[src/hdl/tdm_audio_slot_pattern_and_capture_defines.svh]
// Assertion helpers for the TDM slot pattern and capture block.
`ifndef TDM_AUDIO_SLOT_PATTERN_AND_CAPTURE_DEFINES_SVH
`define TDM_AUDIO_SLOT_PATTERN_AND_CAPTURE_DEFINES_SVH

// Same-cycle implication, clocked on clk_i, off during reset.
`define TDMASP_ASSERT_NOW(lbl, ante, cons, msg) \
  lbl: assert property (@(posedge clk_i) disable iff (!rst_ni) (ante) |-> (cons)) \
    else $error(msg);

// Next-cycle implication, clocked on clk_i, off during reset.
`define TDMASP_ASSERT_NEXT(lbl, ante, cons, msg) \
  lbl: assert property (@(posedge clk_i) disable iff (!rst_ni) (ante) |=> (cons)) \
    else $error(msg);

`endif

[src/hdl/tdmasp_pkg.sv]
`default_nettype none

package tdmasp_pkg;

  typedef enum logic [2:0] {
    REG_WORD_LEN    = 3'd0,
    REG_SLOT_COUNT  = 3'd1,
    REG_RX_MASK     = 3'd2,
    REG_TX_MASK     = 3'd3,
    REG_PAT_START   = 3'd4,
    REG_PAT_END     = 3'd5,
    REG_PAT_STEP    = 3'd6,
    REG_SAMPLE_LIM  = 3'd7
  } cfg_reg_e;

  localparam int          CfgWidth   = 32;
  localparam int          LimitWidth = 17;
  localparam int          MaskWidth  = 8;
  localparam logic [1:0]  DRIVE_X    = 2'd3;
  // data line is high when line bits 3..2 read as one
  localparam logic [1:0]  LINE_ONE   = 2'd1;

  localparam logic [5:0]  WORD_LEN_RST   = 6'd16;
  localparam logic [3:0]  SLOT_COUNT_RST = 4'd2;
  localparam logic [31:0] PAT_END_RST    = 32'hFFFF_FFFF;
  localparam logic [31:0] PAT_STEP_RST   = 32'd1;

endpackage

`default_nettype wire

[src/hdl/tdm_audio_slot_pattern_and_capture.sv]
// TDM serial-audio slave: each request is one bit-clock edge; only rising edges
// act. Inside a frame every rising edge gives one result (driven bit, and a
// captured word when one completes); other edges give none. A request passes
// through an input register and one combinational step into the result
// register, so the block takes one edge per clock cycle unless a stalled
// result blocks it; a stalled output holds the request in the input register.
// The per-slot ramp wrap test (one 32-bit subtract and compare) sets the
// cycle. Configuration writes take effect at once and are meant for idle
// periods.
`default_nettype none

module tdm_audio_slot_pattern_and_capture
  import tdmasp_pkg::*;
#(
  parameter int MAX_SLOTS    = 8,
  parameter int FRAME_DELAY  = 1,
  parameter int SAMPLE_WIDTH = 32
) (
  input  wire logic                    clk_i,
  input  wire logic                    rst_ni,
  input  wire logic                    cfg_we_i,
  input  wire logic [2:0]              cfg_index_i,
  input  wire logic [CfgWidth-1:0]     cfg_wdata_i,
  input  wire logic                    in_valid_i,
  output logic                         in_ready_o,
  input  wire logic                    clock_level_i,
  input  wire logic                    word_select_i,
  input  wire logic [3:0]              line_bits_i,
  output logic                         out_valid_o,
  input  wire logic                    out_ready_i,
  output logic [1:0]                   drive_value_o,
  output logic                         sample_valid_o,
  output logic [SAMPLE_WIDTH-1:0]      sample_value_o,
  output logic [2:0]                   sample_slot_o
);

  `include "tdm_audio_slot_pattern_and_capture_defines.svh"

  localparam int SW  = (MAX_SLOTS > 1) ? $clog2(MAX_SLOTS) : 1;
  localparam int SCW = $clog2(MAX_SLOTS + 1);
  localparam int BW  = $clog2(SAMPLE_WIDTH + 1);
  localparam int IW  = $clog2(SAMPLE_WIDTH);
  localparam int DW  = (FRAME_DELAY > 0) ? $clog2(FRAME_DELAY + 1) : 1;

  // configuration
  logic [5:0]                   wlen_q, wlen_d;
  logic [3:0]                   slot_count_q, slot_count_d;
  logic [MaskWidth-1:0]         rx_mask_q, rx_mask_d;
  logic [MaskWidth-1:0]         tx_mask_q, tx_mask_d;
  logic [31:0]                  pat_start_q, pat_start_d;
  logic [31:0]                  pat_end_q, pat_end_d;
  logic [31:0]                  pat_step_q, pat_step_d;
  logic signed [LimitWidth-1:0] limit_q, limit_d;

  // input register
  logic       s1_valid_q, s1_valid_d;
  logic       clk_lvl_q, ws_q;
  logic [3:0] lines_q;

  // frame control
  logic          last_ws_q, last_ws_d;
  logic [DW-1:0] delay_q, delay_d;
  logic          in_frame_q, in_frame_d;
  logic [BW-1:0] sbl_q, sbl_d;
  logic [SW-1:0] cs_q, cs_d;

  // per-slot state
  logic [31:0]                  ramp_q   [MAX_SLOTS], ramp_d   [MAX_SLOTS];
  logic [SAMPLE_WIDTH-1:0]      oshift_q [MAX_SLOTS], oshift_d [MAX_SLOTS];
  logic [BW-1:0]                obl_q    [MAX_SLOTS], obl_d    [MAX_SLOTS];
  logic signed [LimitWidth-1:0] sl_q     [MAX_SLOTS], sl_d     [MAX_SLOTS];
  logic [SAMPLE_WIDTH-1:0]      ishift_q [MAX_SLOTS], ishift_d [MAX_SLOTS];
  logic [BW-1:0]                ibl_q    [MAX_SLOTS], ibl_d    [MAX_SLOTS];

  // result register
  logic                    out_valid_q, out_valid_d;
  logic [1:0]              drive_q, drive_d;
  logic                    svalid_q, svalid_d;
  logic [SAMPLE_WIDTH-1:0] svalue_q, svalue_d;
  logic [2:0]              sslot_q, sslot_d;

  logic                 fire;
  logic                 has_res;
  logic [BW-1:0]        eff_word;
  logic [SCW-1:0]       eff_slots;
  logic [MAX_SLOTS-1:0] rx_vec, tx_vec;

  for (genvar g = 0; g < MAX_SLOTS; g++) begin : g_en
    if (g < MaskWidth) begin : g_map
      assign rx_vec[g] = rx_mask_q[g];
      assign tx_vec[g] = tx_mask_q[g];
    end else begin : g_none
      assign rx_vec[g] = 1'b0;
      assign tx_vec[g] = 1'b0;
    end
  end

  assign eff_word = (wlen_q == 6'd0) ? BW'(1) :
                    (wlen_q > 6'(SAMPLE_WIDTH)) ? BW'(SAMPLE_WIDTH) :
                    BW'(wlen_q);
  assign eff_slots = (slot_count_q == 4'd0) ? SCW'(1) :
                     ({1'b0, slot_count_q} > 5'(MAX_SLOTS)) ? SCW'(MAX_SLOTS) :
                     SCW'(slot_count_q);

  assign fire       = s1_valid_q && (!out_valid_q || out_ready_i);
  assign in_ready_o = !s1_valid_q || fire;

  always_comb begin
    s1_valid_d = s1_valid_q;
    if (in_valid_i && in_ready_o) begin
      s1_valid_d = 1'b1;
    end else if (fire) begin
      s1_valid_d = 1'b0;
    end
  end

  always_comb begin
    logic                         edge_det, begin_fr, frame, dbit;
    logic [DW-1:0]                delay;
    logic [BW-1:0]                sbl;
    logic [SW-1:0]                cs;
    logic [SCW-1:0]               nxt;
    logic [31:0]                  ramp;
    logic [SAMPLE_WIDTH-1:0]      oshift, ishift;
    logic [BW-1:0]                obl, ibl;
    logic signed [LimitWidth-1:0] sl;
    logic [IW-1:0]                msb;
    logic [MaskWidth-1:0]         rising;

    wlen_d       = wlen_q;
    slot_count_d = slot_count_q;
    rx_mask_d    = rx_mask_q;
    tx_mask_d    = tx_mask_q;
    pat_start_d  = pat_start_q;
    pat_end_d    = pat_end_q;
    pat_step_d   = pat_step_q;
    limit_d      = limit_q;
    last_ws_d    = last_ws_q;
    delay_d      = delay_q;
    in_frame_d   = in_frame_q;
    sbl_d        = sbl_q;
    cs_d         = cs_q;
    ramp_d       = ramp_q;
    oshift_d     = oshift_q;
    obl_d        = obl_q;
    sl_d         = sl_q;
    ishift_d     = ishift_q;
    ibl_d        = ibl_q;
    has_res      = 1'b0;
    drive_d      = DRIVE_X;
    svalid_d     = 1'b0;
    svalue_d     = '0;
    sslot_d      = '0;

    edge_det = ws_q && !last_ws_q;
    begin_fr = 1'b0;
    delay    = edge_det ? DW'(FRAME_DELAY) : delay_q;
    if (edge_det && (FRAME_DELAY == 0)) begin
      begin_fr = 1'b1;
    end
    if (delay != '0) begin
      delay = delay - DW'(1);
      if (delay == '0) begin
        begin_fr = 1'b1;
      end
    end
    frame = begin_fr ? 1'b1 : in_frame_q;
    sbl   = begin_fr ? eff_word : sbl_q;
    cs    = begin_fr ? '0 : cs_q;

    ramp   = ramp_q[cs];
    oshift = oshift_q[cs];
    obl    = obl_q[cs];
    sl     = sl_q[cs];
    ishift = ishift_q[cs];
    ibl    = ibl_q[cs];
    dbit   = (lines_q[3:2] == LINE_ONE);
    msb    = IW'(eff_word - BW'(1));
    nxt    = SCW'(cs) + SCW'(1);

    if (fire && clk_lvl_q) begin
      last_ws_d  = ws_q;
      delay_d    = delay;
      in_frame_d = frame;
      sbl_d      = sbl;
      cs_d       = cs;
      if (frame) begin
        if (SCW'(cs) >= eff_slots) begin
          in_frame_d = 1'b0;
        end else begin
          has_res = 1'b1;
          sslot_d = 3'(cs);

          // capture runs before the slot restarts its word
          if (tx_vec[cs] && ibl != '0) begin
            ibl    = ibl - BW'(1);
            ishift = {ishift[SAMPLE_WIDTH-2:0], dbit};
            if (ibl == '0) begin
              svalid_d = 1'b1;
              svalue_d = ishift;
              ibl      = eff_word;
            end
          end

          if (sbl == eff_word) begin
            if (rx_vec[cs] && ((!sl[LimitWidth-1] && sl != '0) || sl == '1)) begin
              obl    = eff_word;
              oshift = ramp[SAMPLE_WIDTH-1:0];
              if ((pat_end_q - ramp) <= pat_step_q) begin
                ramp = pat_start_q;
              end else begin
                ramp = ramp + pat_step_q;
              end
              if (!sl[LimitWidth-1] && sl != '0) begin
                sl = sl - LimitWidth'(1);
              end
            end
            if (tx_vec[cs]) begin
              ishift = '0;
              ibl    = eff_word;
            end
          end

          if (!rx_vec[cs]) begin
            drive_d = DRIVE_X;
          end else if (obl != '0) begin
            drive_d = {1'b0, oshift[msb]};
            obl     = obl - BW'(1);
            oshift  = {oshift[SAMPLE_WIDTH-2:0], 1'b0};
          end else begin
            drive_d = DRIVE_X;
            // ramp exhausted: slot drops out of the pattern
            if (sl == '0) begin
              for (int i = 0; i < MaskWidth; i++) begin
                if (i < MAX_SLOTS && SW'(i) == cs) begin
                  rx_mask_d[i] = 1'b0;
                end
              end
            end
          end

          ramp_d[cs]   = ramp;
          oshift_d[cs] = oshift;
          obl_d[cs]    = obl;
          sl_d[cs]     = sl;
          ishift_d[cs] = ishift;
          ibl_d[cs]    = ibl;

          if (sbl <= BW'(1)) begin
            sbl_d = eff_word;
            if (nxt >= eff_slots) begin
              in_frame_d = 1'b0;
              cs_d       = '0;
            end else begin
              cs_d = SW'(nxt);
            end
          end else begin
            sbl_d = sbl - BW'(1);
          end
        end
      end
    end

    rising = cfg_wdata_i[MaskWidth-1:0] & ~rx_mask_q;
    if (cfg_we_i) begin
      case (cfg_reg_e'(cfg_index_i))
        REG_WORD_LEN:   wlen_d       = cfg_wdata_i[5:0];
        REG_SLOT_COUNT: slot_count_d = cfg_wdata_i[3:0];
        REG_RX_MASK: begin
          rx_mask_d = cfg_wdata_i[MaskWidth-1:0];
          for (int i = 0; i < MAX_SLOTS; i++) begin
            if (i < MaskWidth && rising[i % MaskWidth]) begin
              ramp_d[i] = pat_start_q;
              sl_d[i]   = limit_q;
              obl_d[i]  = '0;
            end
          end
        end
        REG_TX_MASK:    tx_mask_d   = cfg_wdata_i[MaskWidth-1:0];
        REG_PAT_START:  pat_start_d = cfg_wdata_i;
        REG_PAT_END:    pat_end_d   = cfg_wdata_i;
        REG_PAT_STEP:   pat_step_d  = cfg_wdata_i;
        REG_SAMPLE_LIM: limit_d     = signed'(cfg_wdata_i[LimitWidth-1:0]);
        default: ;
      endcase
    end
  end

  always_comb begin
    out_valid_d = out_valid_q;
    if (fire && has_res) begin
      out_valid_d = 1'b1;
    end else if (out_ready_i) begin
      out_valid_d = 1'b0;
    end
  end

  always_ff @(posedge clk_i or negedge rst_ni) begin
    if (!rst_ni) begin
      wlen_q       <= WORD_LEN_RST;
      slot_count_q <= SLOT_COUNT_RST;
      rx_mask_q    <= '0;
      tx_mask_q    <= '0;
      pat_start_q  <= '0;
      pat_end_q    <= PAT_END_RST;
      pat_step_q   <= PAT_STEP_RST;
      limit_q      <= '1;
      s1_valid_q   <= 1'b0;
      last_ws_q    <= 1'b0;
      delay_q      <= '0;
      in_frame_q   <= 1'b0;
      sbl_q        <= '0;
      cs_q         <= '0;
      out_valid_q  <= 1'b0;
      for (int i = 0; i < MAX_SLOTS; i++) begin
        ramp_q[i]   <= '0;
        oshift_q[i] <= '0;
        obl_q[i]    <= '0;
        sl_q[i]     <= '1;
        ishift_q[i] <= '0;
        ibl_q[i]    <= '0;
      end
    end else begin
      wlen_q       <= wlen_d;
      slot_count_q <= slot_count_d;
      rx_mask_q    <= rx_mask_d;
      tx_mask_q    <= tx_mask_d;
      pat_start_q  <= pat_start_d;
      pat_end_q    <= pat_end_d;
      pat_step_q   <= pat_step_d;
      limit_q      <= limit_d;
      s1_valid_q   <= s1_valid_d;
      last_ws_q    <= last_ws_d;
      delay_q      <= delay_d;
      in_frame_q   <= in_frame_d;
      sbl_q        <= sbl_d;
      cs_q         <= cs_d;
      out_valid_q  <= out_valid_d;
      ramp_q       <= ramp_d;
      oshift_q     <= oshift_d;
      obl_q        <= obl_d;
      sl_q         <= sl_d;
      ishift_q     <= ishift_d;
      ibl_q        <= ibl_d;
    end
  end

  always_ff @(posedge clk_i) begin
    if (in_valid_i && in_ready_o) begin
      clk_lvl_q <= clock_level_i;
      ws_q      <= word_select_i;
      lines_q   <= line_bits_i;
    end
    if (fire && has_res) begin
      drive_q  <= drive_d;
      svalid_q <= svalid_d;
      svalue_q <= svalue_d;
      sslot_q  <= sslot_d;
    end
  end

  assign out_valid_o    = out_valid_q;
  assign drive_value_o  = drive_q;
  assign sample_valid_o = svalid_q;
  assign sample_value_o = svalue_q;
  assign sample_slot_o  = sslot_q;

  `TDMASP_ASSERT_NEXT(a_result_loaded, fire && has_res, out_valid_o,
                      "result edge did not reach the output register")
  `TDMASP_ASSERT_NOW(a_idle_word_zero, out_valid_o && !sample_valid_o, sample_value_o == '0,
                     "sample value nonzero without a completed word")
  `TDMASP_ASSERT_NOW(a_slot_range, 1'b1, SCW'(cs_q) < SCW'(MAX_SLOTS),
                     "current slot beyond slot storage")
  `TDMASP_ASSERT_NOW(a_stall_cause, !in_ready_o, s1_valid_q && out_valid_q && !out_ready_i,
                     "input stalled without a blocked result")
  `TDMASP_ASSERT_NOW(a_bits_range, 1'b1, sbl_q <= BW'(SAMPLE_WIDTH),
                     "slot bit counter above sample width")

endmodule

`default_nettype wire

[config.mk]
export PLATFORM = sky130hd
export DESIGN_NAME = tdm_audio_slot_pattern_and_capture
export DESIGN_NICKNAME = d
export VERILOG_FILES = /design/src/hdl/tdmasp_pkg.sv /design/src/hdl/tdm_audio_slot_pattern_and_capture.sv
export VERILOG_INCLUDE_DIRS = /design/src /design/src/hdl
export SDC_FILE = /design/constraint.sdc
export NUM_CORES = 2
export LEC_CHECK = 0
export BUFFER_PORTS_ARGS = -buffer_cell sky130_fd_sc_hd__buf_4
export CAP_MARGIN = 0
export CORE_MARGIN = 2
export CORE_UTILIZATION = 35
export DETAILED_ROUTE_END_ITERATION = 8
export SYNTH_ARGS = -nofsm -noshare
export SYNTH_HDL_FRONTEND = slang
export SYNTH_SLANG_ARGS = --single-unit
[constraint.sdc]
create_clock -name clk_i -period 9.3 [get_ports clk_i]
set_input_delay 1.86 -clock clk_i [delete_from_list [all_inputs] [get_ports clk_i]]
set_output_delay 1.86 -clock clk_i [all_outputs]
set_load 0.05 [all_outputs]
==> flow_summary.json <==
{
  "grt_usage_pct": 25.06,
  "route.detailed.drc": 0,
  "grt_overflow": 0,
  "synth_mux_area_share_pct": 6.308,
  "crit_type": "reg -> reg",
  "synth_top_family_by_area": "simple AND/OR/NAND/NOR gates",
  "power_density_mw_per_mm2": 367.9,
  "dieArea_sq_mm": 0.1859,
  "ant_nets": 0,
  "cts-root-buf": "clkbuf_16",
  "worstHoldStart": "ishift_q[91]",
  "syn_avg_cell_area_sq_um": 8.138,
  "grt_pass1_wl_mm": 357.7,
  "numCtsBuffers": 139,
  "synthFlopType": "dfrtp_1",
  "cp.arrival_ns": 9.49,
  "design.final.nets": 7821,
  "rsz0062_at_grt": "false",
  "required_ns": 9.98,
  "rows": 156,
  "synth-seq-cells": 1186,
  "netlist_area_sq_mm": 0.06387,
  "grt_max_degree": 164,
  "first_global_vias": 56250,
  "vias": 58210,
  "hold_class": "reg -> reg",
  "synthArstFlopShare_pct": 96.46,
  "clk_pin_slew_ns": 0.06,
  "r2r_start": "ws_q",
  "nFillCells": 17920,
  "die_x_um": 431.2,
  "cts_tree": "built",
  "drt_pass1_iterations": 8,
  "max_slew_margin_pct": 12.92,
  "timing.fmax_mhz": 113.6,
  "fin_crit_ns": 8.803,
  "wl_met3_mm": 23.73,
  "cp-start-kind": "flip-flop",
  "wl_per_cell_um": 23.42,
  "peakVddDrop_uv": 336.4,
  "pin_count": 86,
  "portBuffers": 83,
  "clock_latency_ns": 0.80,
  "setup.worst_path.start": "ws_q",
  "met2_length_mm": 104.4,
  "drv_cap": 0,
  "skew_ns": 0.03616,
  "setup_violations": 0,
  "endpoint_kind": "flip-flop",
  "area_delta_synth_final_pct": 12.00,
  "ys_warn_count": 0,
  "synthAdderAreaFrac_pct": 2.355,
  "cts_buffer_depth": 3,
  "crit_path_top_delay_cell": "a31oi_1",
  "cp_max_fo": 75,
  "gp_congestion": 0.9007,
  "status": "finished, final reports clean",
  "synth_edf_count": 42,
  "cts-hold-fix-buffers": 0,
  "synth_xor_area_share_pct": 0.9854,
  "worst_pin_slew_ns": 1.301,
  "cts.sinks": 1186,
  "initial_core_util_pct": 35.30,
  "yosysSeqAreaShare_pct": 47.17,
  "yosysUniqueCellTypes": 94,
  "max_stage_delay_ns": 0.60,
  "hold_violations": 0,
  "drv_slew": 0,
  "layout-drive-gt1-share_pct": 12.34,
  "fin_crit_sh_pct": 94.65,
  "viasPerCell": 5.744,
  "drt-total-wl_mm": 237.3,
  "p_total_w": 0.02631,
  "synth-simple-area-share_pct": 26.17,
  "dr.max_layer_used": "met5",
  "setup_tns_ns": 0,
  "drtIter0Drc": 6972,
  "leakage_nw": 32.47,
  "grt_antenna_before_repair": 4,
  "hpwl_mm": 135.8,
  "htree_levels": 4,
  "die_h_um": 431.2,
  "synth-compound-area-share_pct": 12.78,
  "met1_length_mm": 97.73,
  "synth_nets": 8013,
  "core_sq_mm": 0.1809,
  "cp_common_cell": "nand2_1",
  "syn-instance-count": 7848
}
==> power breakdown <==
part           switching (W)  internal [W]
logic                0.00865       0.00439
registers           0.000949       0.00678
clock network        0.00234       0.00321
total                 0.0119        0.0144
==> state kept, by name (all words and copies together) (netlist names), 8 cells and up <==
| name | cells |
|---|---|
| pat_end_q | 32 |
| sample_value_o | 32 |
| ishift_q | 248 |
| pat_start_q | 32 |
| rx_mask_q | 8 |
| pat_step_q | 32 |
| obl_q | 48 |
| tx_mask_q | 8 |
| limit_q | 17 |
| oshift_q | 256 |
| ramp_q | 256 |
| ibl_q | 48 |
| sl_q | 136 |
==> path summary, 6_finish.rpt <==
| check | end | slack [ns] | cells past startpoint |
|---|---|---|---|
| hold reg to reg | ishift_q[91] | 0.46 | 2 |
| setup reg to reg | ramp_q[23] | 0.50 | 36 |
| setup / recovery | ramp_q[23] | 0.50 | 36 |
| max in group asynchronous | pat_start_q[20] | 6.08 | 3 |
| hold / removal | ishift_q[91] | 0.46 | 2 |
| min in group asynchronous | s1_valid_q | 1.15 | 1 |
==> synth_stat cells, drive strengths merged, types with 11 or more instances <==
library cell / count / area, sq um
a211oi: 69 / 518.0
a21o: 37 / 277.8
a21oi: 545 / 2728
a221o: 11 / 110.1
a22oi: 17 / 127.6
a31oi: 231 / 1445
a32oi: 15 / 131.4
and2: 41 / 256.5
and3: 55 / 344.1
and4: 25 / 219.0
buf: 138 / 648.1
clkbuf: 441 / 1655
dfrtp: 956 / 23920
dfstp: 188 / 4940
edfxtp: 42 / 1261
ha: 117 / 1464
inv: 106 / 397.9
mux2: 150 / 1689
mux2i: 131 / 1416
mux4: 41 / 923.4
nand2: 2883 / 10820
nand2b: 20 / 125.1
nand3: 185 / 930.9
nand3b: 14 / 105.1
nand4: 28 / 175.2
nor2: 634 / 2387
nor2b: 16 / 100.1
nor3: 50 / 266.5
nor3b: 14 / 105.1
nor4: 59 / 454.2
o21a: 16 / 120.1
o21ai: 276 / 1381
o21bai: 12 / 90.09
o22ai: 42 / 262.8
o31ai: 15 / 112.6
or3: 23 / 143.9
xnor2: 49 / 429.2
xor2: 22 / 200.2
==> worst max-delay path: cells and delay by family (launching register included) <==
| kind | cells | cell delay [ns] |
|---|---|---|
| AO/OA/AOI/OAI | 11 | 3.36 |
| XOR/XNOR | 1 | 0.12 |
| adder cells (fa/ha/maj) | 3 | 0.92 |
| buffers and inverters | 7 | 1.39 |
| flip-flops | 1 | 0.55 |
| multiplexers | 1 | 0.17 |
| AND/OR/NAND/NOR | 13 | 2.11 |
==> cell usage in the layout (no fill, tap or decap), types with 42 or more instances in the layout <==
master / n
buf_4: 230
inv_1: 101
dfrtp_1: 955
xnor2_1: 49
mux2i_1: 103
mux2_2: 148
a211oi_1: 69
dfstp_2: 188
nor4_1: 51
a31oi_1: 227
edfxtp_1: 42
nor3_1: 43
nand2_1: 2873
o21ai_0: 269
ha_1: 117
clkbuf_16: 140
and3_1: 55
a21oi_1: 545
nor2_1: 621
nand3_1: 183
==> layer usage <==
layer | global-route usage [%] | up-vias
met2 | 38.77 | 3106
li1 | - | 25910
met4 | 11.38 | 2
met1 | 33.99 | 28630
met5 | 0 | -
met3 | 4.718 | 570
==> what timing repair did <==
item / CTS / global route
setup buffers: 0 / 0
endpoints found under the hold margin: 0 / 0
endpoints found under the setup margin: 0 / 22
gates resized for setup: 0 / 4
==> cell families after synthesis <==
| kind of cell | after synthesis |
|---|---|
| simple gates | 4080 |
| compound gates | 1384 |
| flops | 1186 |
| buf+inv | 686 |
| mux | 322 |
| fa+ha+maj | 119 |
| xor+xnor | 71 |
==> through the flow <==
| step | hold WS, ns | area (sq um) | utilization (%) | cells | setup slack, ns |
|---|---|---|---|---|---|
| after CTS | 0.4682 | 71500 | 39.52 | 10130 | 0.5080 |
| final | 0.4648 | 71530 | 39.53 | 10130 | 0.4971 |
| after global placement | 0.4460 | 66910 | 36.98 | 9885 | 0.6940 |
| after floorplan | 0.4341 | 63870 | - | 7848 | 1.399 |
| after global routing | 0.4831 | 71530 | 39.53 | 10130 | 0.0008216 |
| after detailed placement | 0.4550 | 66910 | 36.98 | 9885 | 0.5686 |
==> cell type report <==
cell class / instances / area (sq um) / share of cell area [%]
Multi-Input combinational cell: 5976 / 31390 / 43.88
Sequential cell: 1186 / 30130 / 42.12
Clock buffer: 201 / 4083 / 5.708
Tap cell: 2370 / 2965 / 4.146
Timing Repair Buffer: 246 / 2042 / 2.855
Clock inverter: 47 / 516.7 / 0.7224
Inverter: 107 / 409.1 / 0.5720
Antenna cell: 1 / 2.502 / 0.003498
Note: power is estimated with default switching activity, not from simulation.
